==> src/hdl/assert_macros.svh <==
// Assertion macros shared by the RTL of the angle unwrap block.
// Define NO_ASSERTIONS to compile every assertion away.
`ifndef ASSERT_MACROS_SVH
`define ASSERT_MACROS_SVH

`ifndef NO_ASSERTIONS
// Check a property on every clock edge outside reset.
`define ASSERT_PROP(label, clk, rst_n, prop) \
    label: assert property (@(posedge clk) disable iff (!rst_n) (prop)) \
        else $error("assertion failed");
// Check that post holds in the cycle after pre.
`define ASSERT_NEXT(label, clk, rst_n, pre, post) \
    label: assert property (@(posedge clk) disable iff (!rst_n) (pre) |=> (post)) \
        else $error("assertion failed");
`else
`define ASSERT_PROP(label, clk, rst_n, prop)
`define ASSERT_NEXT(label, clk, rst_n, pre, post)
`endif

`endif

==> src/hdl/lau_pkg.sv <==
// Constants and widths for the lidar angle unwrap and timestamp block.
// No dependencies; imported by lidar_angle_unwrap_timestamp.
`timescale 1ns / 1ps

package lau_pkg;

    localparam int ANGLE_FRAC_BITS = 16;

    // field widths
    localparam int PITCH_W  = 16;
    localparam int YAW_W    = 17;
    localparam int SIDE_W   = 8;
    localparam int THETA_W  = 18;
    localparam int PHI_W    = 32;
    localparam int TS_W     = 64;
    localparam int CENTER_W = 63;

    // port widths
    localparam int S_TDATA_W = 40;
    localparam int S_TUSER_W = 9;
    localparam int M_TDATA_W = 120;
    localparam int M_TUSER_W = 1;
    localparam int M_PAD_W   = M_TDATA_W - THETA_W - PHI_W - TS_W;
    localparam int CFG_W     = 64;

    // beam side codes
    localparam logic [SIDE_W-1:0] SIDE_A = 8'd0;
    localparam logic [SIDE_W-1:0] SIDE_B = 8'd1;

    // angles in degrees Q8, signed working width
    localparam int DEG_W = 19;
    localparam logic signed [DEG_W-1:0] HALF_TURN_Q8 = DEG_W'(46080);
    localparam logic signed [DEG_W-1:0] FULL_TURN_Q8 = DEG_W'(92160);

    // pi in Q40 and in the output format
    localparam int PI_CONST_W = 42;
    localparam logic [PI_CONST_W-1:0] PI_Q40 = 42'h3243F6A8886;
    localparam int PI_SHIFT = 40 - ANGLE_FRAC_BITS;
    localparam logic [63:0] PI_QF_64 =
        (64'(PI_Q40) + (64'd1 << (PI_SHIFT - 1))) >> PI_SHIFT;
    localparam logic [63:0] TWO_PI_QF_64 =
        ((64'(PI_Q40) << 1) + (64'd1 << (PI_SHIFT - 1))) >> PI_SHIFT;

    // unwrap arithmetic width
    localparam int UNW_W = PHI_W + 2;
    localparam logic signed [UNW_W-1:0] PI_QF      = UNW_W'(PI_QF_64);
    localparam logic signed [UNW_W-1:0] NEG_PI_QF  = -PI_QF;
    localparam logic signed [UNW_W-1:0] TWO_PI_QF  = UNW_W'(TWO_PI_QF_64);
    localparam logic signed [UNW_W-1:0] PHI_MAX    =
        UNW_W'((64'd1 << (PHI_W - 1)) - 64'd1);
    localparam logic signed [UNW_W-1:0] PHI_MIN    = ~PHI_MAX;

    // degree to radian: round(mag * PI_Q40 / (180 << DEN_SH))
    localparam int MAG_W    = 18;
    localparam int PROD_W   = MAG_W + PI_CONST_W;
    localparam int DEN_SH   = 48 - ANGLE_FRAC_BITS;
    localparam int HALF_DIV = 90;
    localparam int T_W      = PROD_W - DEN_SH + 1;
    localparam int RECIP_SH = T_W + 8;
    localparam int RECIP_W  = T_W + 1;
    localparam logic [63:0] RECIP_180_64 = ((64'd1 << RECIP_SH) + 64'd179) / 64'd180;
    localparam logic [RECIP_W-1:0] RECIP_180 = RECIP_W'(RECIP_180_64);
    localparam int QP_W = T_W + RECIP_W;
    localparam int Q_W  = T_W - 7;

    // time offset: trunc(mag * 78125 / 36) by reciprocal
    localparam int TMAG_W  = 17;
    localparam int TIME_SH = 22;
    localparam int TIME_RECIP_W = 34;
    localparam logic [63:0] TIME_RECIP_64 = ((64'd78125 << TIME_SH) + 64'd35) / 64'd36;
    localparam logic [TIME_RECIP_W-1:0] TIME_RECIP = TIME_RECIP_W'(TIME_RECIP_64);
    localparam int TPROD_W = TMAG_W + TIME_RECIP_W;
    localparam int TOFF_W  = TPROD_W - TIME_SH;

endpackage

==> src/hdl/lidar_angle_unwrap_timestamp.sv <==
// Lidar angle converter with per-side azimuth unwrap and point timestamps.
// Depends on lau_pkg and assert_macros.svh.
// A result word passes level 1, level 2, level 3 and the result register to reach m_tvalid.
// Throughput: one word per cycle while m_tready is high; four register levels each stall only when full.
// The unwrap stage reads and writes the per-side azimuth state in the same cycle,
// so back-to-back points of the same side unwrap against each other.
// Reset (aresetn low, synchronous): pipeline empty, seen marks, last azimuths
// and scan center time cleared.
`timescale 1ns / 1ps
`include "assert_macros.svh"

module lidar_angle_unwrap_timestamp import lau_pkg::*; (
    input  logic                 aclk,
    input  logic                 aresetn,
    // input words
    input  logic                 s_tvalid,
    output logic                 s_tready,
    input  logic [S_TDATA_W-1:0] s_tdata,    // pitch_deg_q8[15:0], yaw_deg_q8[32:16], zero pad
    input  logic [S_TUSER_W-1:0] s_tuser,    // side_code[7:0], scan_start[8]
    // result words
    output logic                 m_tvalid,
    input  logic                 m_tready,
    output logic [M_TDATA_W-1:0] m_tdata,    // theta_rad_q16[17:0], phi_rad_q16[49:18],
                                             // timestamp_ns[113:50], zero pad
    output logic [M_TUSER_W-1:0] m_tuser,    // bad_side[0]
    // scan center time writes
    input  logic                 cfg_tvalid,
    output logic                 cfg_tready,
    input  logic [CFG_W-1:0]     cfg_tdata   // scan_center_time_ns[62:0], unused [63]
);

    // ---------------------------------------------------------------------
    // Stall chain: a level loads when empty or when the level after it moves.
    // ---------------------------------------------------------------------
    logic en1, en2, en3, en_out;

    logic v1_reg, v2_reg, v3_reg, out_v_reg;

    assign en_out   = !out_v_reg || m_tready;
    assign en3      = !v3_reg || en_out;
    assign en2      = !v2_reg || en3;
    assign en1      = !v1_reg || en2;
    assign s_tready = en1;
    assign cfg_tready = 1'b1;

    // ---------------------------------------------------------------------
    // Level 1: captured input word
    // ---------------------------------------------------------------------
    logic signed [PITCH_W-1:0] pitch1_reg;
    logic signed [YAW_W-1:0]   yaw1_reg;
    logic [SIDE_W-1:0]         side1_reg;
    logic                      start1_reg;

    logic                      bad_next2, side_b_next2;
    logic signed [DEG_W-1:0]   pitch_ext, yaw_ext, phi_deg, t_deg;
    logic signed [DEG_W-1:0]   pitch_abs, phi_abs_deg, t_abs;
    logic                      th_neg_next, ph_neg_next, t_neg_next;
    logic [PROD_W-1:0]         prod_th_next, prod_ph_next;
    logic [TPROD_W-1:0]        tprod_next;

    always_comb begin
        bad_next2    = (side1_reg != SIDE_A) && (side1_reg != SIDE_B);
        side_b_next2 = (side1_reg == SIDE_B);

        pitch_ext = DEG_W'(pitch1_reg);
        yaw_ext   = DEG_W'(yaw1_reg);

        // side B sits one full turn further round
        phi_deg = side_b_next2 ? yaw_ext + FULL_TURN_Q8 : yaw_ext;

        // side B time reference is shifted half a turn: down for positive yaw, up otherwise
        if (!side_b_next2) begin
            t_deg = yaw_ext;
        end else if (yaw_ext > 0) begin
            t_deg = yaw_ext - HALF_TURN_Q8;
        end else begin
            t_deg = yaw_ext + HALF_TURN_Q8;
        end

        th_neg_next = pitch_ext[DEG_W-1];
        ph_neg_next = phi_deg[DEG_W-1];
        t_neg_next  = t_deg[DEG_W-1];

        pitch_abs   = th_neg_next ? -pitch_ext : pitch_ext;
        phi_abs_deg = ph_neg_next ? -phi_deg : phi_deg;
        t_abs       = t_neg_next ? -t_deg : t_deg;

        prod_th_next = PROD_W'(pitch_abs[MAG_W-1:0]) * PROD_W'(PI_Q40);
        prod_ph_next = PROD_W'(phi_abs_deg[MAG_W-1:0]) * PROD_W'(PI_Q40);
        tprod_next   = TPROD_W'(t_abs[TMAG_W-1:0]) * TPROD_W'(TIME_RECIP);
    end

    // ---------------------------------------------------------------------
    // Level 2: products; divide by 180 through the reciprocal
    // ---------------------------------------------------------------------
    logic                bad2_reg, side_b2_reg, start2_reg;
    logic                th_neg2_reg, ph_neg2_reg, t_neg2_reg;
    logic [PROD_W-1:0]   prod_th2_reg, prod_ph2_reg;
    logic [TPROD_W-1:0]  tprod2_reg;

    logic [T_W-1:0]      t_th, t_ph;
    logic [QP_W-1:0]     qprod_th, qprod_ph;
    logic [Q_W-1:0]      q_th_next, q_ph_next;
    logic [TOFF_W-1:0]   toff_mag_next;

    always_comb begin
        // rounding half of the denominator folds into a plain +90
        t_th = T_W'(prod_th2_reg >> DEN_SH) + T_W'(HALF_DIV);
        t_ph = T_W'(prod_ph2_reg >> DEN_SH) + T_W'(HALF_DIV);

        qprod_th = QP_W'(t_th) * QP_W'(RECIP_180);
        qprod_ph = QP_W'(t_ph) * QP_W'(RECIP_180);

        q_th_next     = Q_W'(qprod_th >> RECIP_SH);
        q_ph_next     = Q_W'(qprod_ph >> RECIP_SH);
        toff_mag_next = TOFF_W'(tprod2_reg >> TIME_SH);
    end

    // ---------------------------------------------------------------------
    // Level 3: magnitudes; unwrap and timestamp feed the result register
    // ---------------------------------------------------------------------
    logic                bad3_reg, side_b3_reg, start3_reg;
    logic                th_neg3_reg, ph_neg3_reg, t_neg3_reg;
    logic [Q_W-1:0]      q_th3_reg, q_ph3_reg;
    logic [TOFF_W-1:0]   toff_mag3_reg;

    logic signed [PHI_W-1:0] last_phi0_reg, last_phi1_reg;
    logic                    seen0_reg, seen1_reg;
    logic [CENTER_W-1:0]     center_reg;

    logic signed [Q_W:0]       th_abs, th_val;
    logic signed [UNW_W-1:0]   phi_abs, phi_cv, last_ext, diff, phi_adj;
    logic signed [TS_W-1:0]    toff_abs, toff_s;
    logic                      seen_sel;

    logic [THETA_W-1:0]        theta_next;
    logic signed [PHI_W-1:0]   phi_next;
    logic [TS_W-1:0]           ts_next;

    logic                      upd;
    logic                      seen0_next, seen1_next;
    logic signed [PHI_W-1:0]   last_phi0_next, last_phi1_next;

    always_comb begin
        th_abs = signed'((Q_W + 1)'(q_th3_reg));
        th_val = th_neg3_reg ? -th_abs : th_abs;

        phi_abs  = signed'(UNW_W'(q_ph3_reg));
        phi_cv   = ph_neg3_reg ? -phi_abs : phi_abs;
        last_ext = side_b3_reg ? UNW_W'(last_phi1_reg) : UNW_W'(last_phi0_reg);
        // scan start drops both seen marks before this point
        seen_sel = !start3_reg && (side_b3_reg ? seen1_reg : seen0_reg);
        diff     = phi_cv - last_ext;

        // unwrap by at most one turn
        if (seen_sel && (diff > PI_QF)) begin
            phi_adj = phi_cv - TWO_PI_QF;
        end else if (seen_sel && (diff < NEG_PI_QF)) begin
            phi_adj = phi_cv + TWO_PI_QF;
        end else begin
            phi_adj = phi_cv;
        end

        // saturate to the output range
        if (phi_adj > PHI_MAX) begin
            phi_next = PHI_W'(PHI_MAX);
        end else if (phi_adj < PHI_MIN) begin
            phi_next = PHI_W'(PHI_MIN);
        end else begin
            phi_next = PHI_W'(phi_adj);
        end

        toff_abs = signed'(TS_W'(toff_mag3_reg));
        toff_s   = t_neg3_reg ? -toff_abs : toff_abs;
        // wraps modulo 2^64
        ts_next  = TS_W'(center_reg) + unsigned'(toff_s);

        theta_next = th_val[THETA_W-1:0];

        // a bad side clears the payload
        if (bad3_reg) begin
            theta_next = '0;
            phi_next   = '0;
            ts_next    = '0;
        end

        // state update on a good point entering the result register
        upd            = en_out && v3_reg && !bad3_reg;
        seen0_next     = seen0_reg;
        seen1_next     = seen1_reg;
        last_phi0_next = last_phi0_reg;
        last_phi1_next = last_phi1_reg;
        if (upd) begin
            if (start3_reg) begin
                seen0_next = 1'b0;
                seen1_next = 1'b0;
            end
            if (side_b3_reg) begin
                seen1_next     = 1'b1;
                last_phi1_next = phi_next;
            end else begin
                seen0_next     = 1'b1;
                last_phi0_next = phi_next;
            end
        end
    end

    // ---------------------------------------------------------------------
    // Result register
    // ---------------------------------------------------------------------
    logic [THETA_W-1:0]      theta_reg;
    logic signed [PHI_W-1:0] phi_reg;
    logic [TS_W-1:0]         ts_reg;
    logic                    bad_reg;

    assign m_tvalid = out_v_reg;
    assign m_tdata  = {M_PAD_W'(0), ts_reg, phi_reg, theta_reg};
    assign m_tuser  = M_TUSER_W'(bad_reg);

    // control and architectural state
    always_ff @(posedge aclk) begin
        if (!aresetn) begin
            v1_reg        <= 1'b0;
            v2_reg        <= 1'b0;
            v3_reg        <= 1'b0;
            out_v_reg     <= 1'b0;
            seen0_reg     <= 1'b0;
            seen1_reg     <= 1'b0;
            last_phi0_reg <= '0;
            last_phi1_reg <= '0;
            center_reg    <= '0;
        end else begin
            if (en1) begin
                v1_reg <= s_tvalid;
            end
            if (en2) begin
                v2_reg <= v1_reg;
            end
            if (en3) begin
                v3_reg <= v2_reg;
            end
            if (en_out) begin
                out_v_reg <= v3_reg;
            end
            seen0_reg     <= seen0_next;
            seen1_reg     <= seen1_next;
            last_phi0_reg <= last_phi0_next;
            last_phi1_reg <= last_phi1_next;
            if (cfg_tvalid) begin
                center_reg <= cfg_tdata[CENTER_W-1:0];
            end
        end
    end

    // payload: advance with the stall chain, no reset
    always_ff @(posedge aclk) begin
        if (en1) begin
            pitch1_reg <= signed'(s_tdata[PITCH_W-1:0]);
            yaw1_reg   <= signed'(s_tdata[PITCH_W+YAW_W-1:PITCH_W]);
            side1_reg  <= s_tuser[SIDE_W-1:0];
            start1_reg <= s_tuser[SIDE_W];
        end
        if (en2) begin
            bad2_reg     <= bad_next2;
            side_b2_reg  <= side_b_next2;
            start2_reg   <= start1_reg;
            th_neg2_reg  <= th_neg_next;
            ph_neg2_reg  <= ph_neg_next;
            t_neg2_reg   <= t_neg_next;
            prod_th2_reg <= prod_th_next;
            prod_ph2_reg <= prod_ph_next;
            tprod2_reg   <= tprod_next;
        end
        if (en3) begin
            bad3_reg      <= bad2_reg;
            side_b3_reg   <= side_b2_reg;
            start3_reg    <= start2_reg;
            th_neg3_reg   <= th_neg2_reg;
            ph_neg3_reg   <= ph_neg2_reg;
            t_neg3_reg    <= t_neg2_reg;
            q_th3_reg     <= q_th_next;
            q_ph3_reg     <= q_ph_next;
            toff_mag3_reg <= toff_mag_next;
        end
        if (en_out) begin
            theta_reg <= theta_next;
            phi_reg   <= phi_next;
            ts_reg    <= ts_next;
            bad_reg   <= bad3_reg;
        end
    end

    // ---------------------------------------------------------------------
    // Assertions
    // ---------------------------------------------------------------------
    // a bad-side word carries an all-zero payload
    `ASSERT_PROP(a_bad_zero, aclk, aresetn, m_tvalid && bad_reg |-> theta_reg == '0 && phi_reg == '0 && ts_reg == '0)
    // a bad-side word leaves the unwrap state alone
    `ASSERT_NEXT(a_bad_keeps_state, aclk, aresetn, en_out && v3_reg && bad3_reg, $stable(last_phi0_reg) && $stable(last_phi1_reg) && $stable(seen0_reg) && $stable(seen1_reg))
    // a good side A word leaves its azimuth as the side A reference
    `ASSERT_NEXT(a_side_a_ref, aclk, aresetn, en_out && v3_reg && !bad3_reg && !side_b3_reg, seen0_reg && last_phi0_reg == phi_reg)
    // input stalls only with every level full and the output blocked
    `ASSERT_PROP(a_stall_full, aclk, aresetn, !s_tready |-> v1_reg && v2_reg && v3_reg && out_v_reg && !m_tready)

endmodule
==> config.mk <==
export PLATFORM = sky130hd
export DESIGN_NAME = lidar_angle_unwrap_timestamp
export DESIGN_NICKNAME = d
export VERILOG_FILES = /design/src/hdl/lau_pkg.sv /design/src/hdl/lidar_angle_unwrap_timestamp.sv
export VERILOG_INCLUDE_DIRS = /design/src /design/src/hdl
export SDC_FILE = /design/constraint.sdc
export NUM_CORES = 2
export LEC_CHECK = 0
export BUFFER_PORTS_ARGS = -buffer_cell sky130_fd_sc_hd__buf_2
export CAP_MARGIN = 20
export CORE_MARGIN = 2
export CORE_UTILIZATION = 60
export DETAILED_ROUTE_END_ITERATION = 10
export PLACE_DENSITY_LB_ADDON = 0.3
export SYNTH_ARGS = -nofsm -noshare
export SYNTH_HDL_FRONTEND = slang
export SYNTH_SLANG_ARGS = --single-unit
==> constraint.sdc <==
create_clock -name aclk -period 11.65 [get_ports aclk]
set_input_delay 2.33 -clock aclk [delete_from_list [all_inputs] [get_ports aclk]]
set_output_delay 2.33 -clock aclk [all_outputs]
set_load 0.02 [all_outputs]
==> results.sh <==
export IMPL_outcome="finished, final reports clean"
export IMPL_fin_skew_ns=0.0606
export IMPL_grt_pass1_vias=56347
export IMPL_fin_nets=10389
export IMPL_reg2reg_slack_ns=0.60
export IMPL_critical_path_class="flop to flop"
export IMPL_crit_buf_inv=4
export IMPL_std_cell_rows=130
export IMPL_cts_sinks=456
export IMPL_crit_fanout=17
export IMPL_r2r_end="tprod2_reg[50]$_DFFE_PP_"
export IMPL_antenna_cells=0
export IMPL_clk_latency_ns=0.68
export IMPL_worstPathArrival_ns=11.46
export IMPL_fin_crit_sh_pct=94.8
export IMPL_synth_edf_count=323
export IMPL_final_common_cell="inv_1"
export IMPL_cts_tree="yes"
export IMPL_slew_violations=0
export IMPL_holdPathEnd="toff_mag3_reg[9]$_DFFE_PP_"
export IMPL_dieArea_sq_um=130000
export IMPL_drtAntennaViolNets=0
export IMPL_wl_per_cell_um=20.0
export IMPL_hold_viol=0
export IMPL_syn_area_per_cell_sq_um=10.2
export IMPL_synth_warnings=0
export IMPL_async_reset_ff_share_pct=0
export IMPL_netlist_instances=7490
export IMPL_cts_root_buf="clkbuf_16"
export IMPL_largest_reg_flops=64
export IMPL_min_path_type="flop to flop"
export IMPL_cp_top_family="adder cells"
export IMPL_n_fill_cell=9955
export IMPL_io_buffer_count=226
export IMPL_setup_viol=0
export IMPL_grt_pass1_wl_um=305000
export IMPL_worst_pin_slew_ns=1.16
export IMPL_wirelength_um=189000
export IMPL_ys_types=102
export IMPL_cts_htree_levels=2
export IMPL_ys_seq_area_share_pct=16.2
export IMPL_reg2reg_from="yaw1_reg[1]$_DFFE_PP_"
export IMPL_start_kind="flop"
export IMPL_crit_path_end_kind="flop"
export IMPL_drt_pass1_iterations=8
export IMPL_min_period_ns=11.05
export IMPL_maxCapViolations=0
export IMPL_hp_start="tprod2_reg[31]$_DFFE_PP_"
export IMPL_slowest_stage="fa_1"
export IMPL_initial_core_util_pct=60.6
export IMPL_drive_gt1_share_pct=6.39
export IMPL_syn2layout_area_growth_pct=7.03
export IMPL_ctsHoldBuffers=0
export IMPL_drc=0
export IMPL_grt_max_degree=85
export IMPL_fmax_mhz=90.5
export IMPL_fp_dieW_um=361
export IMPL_antenna_found_initial=8
export IMPL_vias_per_cell=5.63
export IMPL_worstPathRequired_ns=12.06
export IMPL_slew_headroom_pct=22.3
export IMPL_grt_use_total_pct=29.8
export IMPL_slowest_delay_ns=0.56
export IMPL_dr_total_vias=53268
export IMPL_clk_pin_slew_worst_paths_ns=0.06
export IMPL_coreArea_sq_um=126000
export IMPL_ys_ff_latch=456
export IMPL_gp_congestion=0.998
export IMPL_clock_path_buffers=3
export IMPL_whs_ns=0.404
export IMPL_drt_iter0_markers=3966
export IMPL_holdPathStages=0
export IMPL_dp_hpwl_um=163000
export IMPL_grt_overflow=0
export IMPL_synth_main_ff_cell="edfxtp_1"
export IMPL_die_y_um=361
export IMPL_io_pins=242
export IMPL_ff2ff_path_depth=39
export IMPL_syn_area_sq_um=76300
export IMPL_final_cell_mix="inv_1, ha_1, fa_1"
export IMPL_cts_buffers=53
[final cells by class]
class | instances | area (sq um) | share of cell area, %
inverter | 1821 | 6840 | 8.38
multi-input combinational | 5115 | 56800 | 69.5
clock buffer | 71 | 1480 | 1.82
clock inverter | 28 | 323 | 0.395
tap | 1650 | 2060 | 2.53
timing repair buffer | 315 | 1800 | 2.21
sequential | 456 | 12400 | 15.1
[synth_stat cells (8+ instances only)]
master | instances | share of area (%)
inv_1 | 1817 | 8.9
xor2_1 | 134 | 1.5
o21ai_1 | 24 | 0.16
buf_1 | 14 | 0.069
o21bai_1 | 24 | 0.24
fa_1 | 1142 | 30
and3_1 | 40 | 0.33
or4_1 | 17 | 0.17
nand2b_1 | 44 | 0.36
nand3_1 | 115 | 0.75
o21ai_0 | 160 | 1.0
o31ai_1 | 36 | 0.35
nor3b_1 | 13 | 0.13
a21oi_1 | 254 | 1.7
and2_1 | 38 | 0.31
xnor2_1 | 233 | 2.7
o211ai_1 | 29 | 0.29
nand2_1 | 201 | 0.99
o2111ai_1 | 10 | 0.11
mux2i_1 | 102 | 1.3
or2_2 | 29 | 0.24
a211o_1 | 9 | 0.10
o22ai_1 | 15 | 0.12
nor2_1 | 298 | 1.5
o21a_1 | 85 | 0.84
ha_1 | 1367 | 22
nor3_1 | 67 | 0.44
dfxtp_1 | 133 | 3.5
buf_4 | 11 | 0.11
a21boi_0 | 17 | 0.17
or3_1 | 27 | 0.22
clkbuf_1 | 87 | 0.43
o41ai_1 | 15 | 0.17
nor2b_1 | 111 | 0.91
edfxtp_1 | 323 | 13
a21o_1 | 145 | 1.4
nor4_1 | 18 | 0.15
buf_2 | 8 | 0.052
nand4_1 | 40 | 0.33
a211oi_1 | 35 | 0.34
and4_1 | 14 | 0.16
a31oi_1 | 47 | 0.39
[kinds of logic (layout without fill, tap and decap cells)]
| family | count (synthesis) | after routing | synth area share (%) |
|---|---|---|---|
| compound gates | 999 | 999 | 8.69 |
| fa+ha+maj | 2509 | 2509 | 52.4 |
| other cells | 2 | 28 | 0.00985 |
| buf+inv | 1945 | 2235 | 9.68 |
| mux | 105 | 105 | 1.38 |
| flops | 456 | 456 | 16.2 |
| simple gates | 1106 | 1106 | 7.40 |
| xor+xnor | 368 | 368 | 4.24 |
[per-stage QoR]
stage	cells	worst slack, ns	setup TNS, ns	instance area, sq um	util (%)
global route	9456	-0.0143	-0.0143	81600	64.8
detailed placement	9356	0.114	0	79800	63.4
CTS	9455	0.0291	0	81600	64.8
floorplan	7516	1.06	0	76400	-
global placement	9355	0.235	0	79800	63.4
finish	9456	0.603	0	81600	64.8
[how the worst max path moves through the flow]
| stage | from | to | slack [ns] | cells past startpoint |
|---|---|---|---|---|
| 5_1_grt | yaw1_reg[1]$_DFFE_PP_ | tprod2_reg[50]$_DFFE_PP_ | -0.01 | 42 |
| 2_1_floorplan | yaw1_reg[0]$_DFFE_PP_ | tprod2_reg[50]$_DFFE_PP_ | 1.06 | 39 |
| 3_5_place_dp | yaw1_reg[1]$_DFFE_PP_ | tprod2_reg[50]$_DFFE_PP_ | 0.11 | 39 |
| 6_report | yaw1_reg[1]$_DFFE_PP_ | tprod2_reg[50]$_DFFE_PP_ | 0.60 | 39 |
| 4_1_cts | yaw1_reg[1]$_DFFE_PP_ | tprod2_reg[50]$_DFFE_PP_ | 0.03 | 39 |
| 3_3_place_gp | yaw1_reg[1]$_DFFE_PP_ | tprod2_reg[50]$_DFFE_PP_ | 0.23 | 39 |
[routing by layer]
metal	wire [um]	part of all wire, %	GRT usage [%]	vias to the layer above
met4	6150	3.3	8.75	8
met5	51	0.027	0	-
li1	-	-	-	24900
met1	81900	43	41.0	26267
met2	86800	46	48.5	1773
met3	14000	7.4	5.12	320
[worst reg2reg max path, delay by kind of cell, from the launching register on]
kind / cells / cell delay, ns
AOI/OAI and AO/OA: 15 / 3.44
xor gates and xnor gates: 2 / 0.66
adders and majority gates: 9 / 3.79
buffers and inverters: 4 / 0.45
and+or+nand+nor: 9 / 2.04
DFF: 1 / 0.42
[repair_timing]
action,4_1_cts,5_1_grt
buffers inserted,0,1
setup endpoints to repair,0,13
resized for setup,0,8
Power is not shown: default switching activity piles up to over one toggle a cycle in this logic, so the estimate is an artifact.
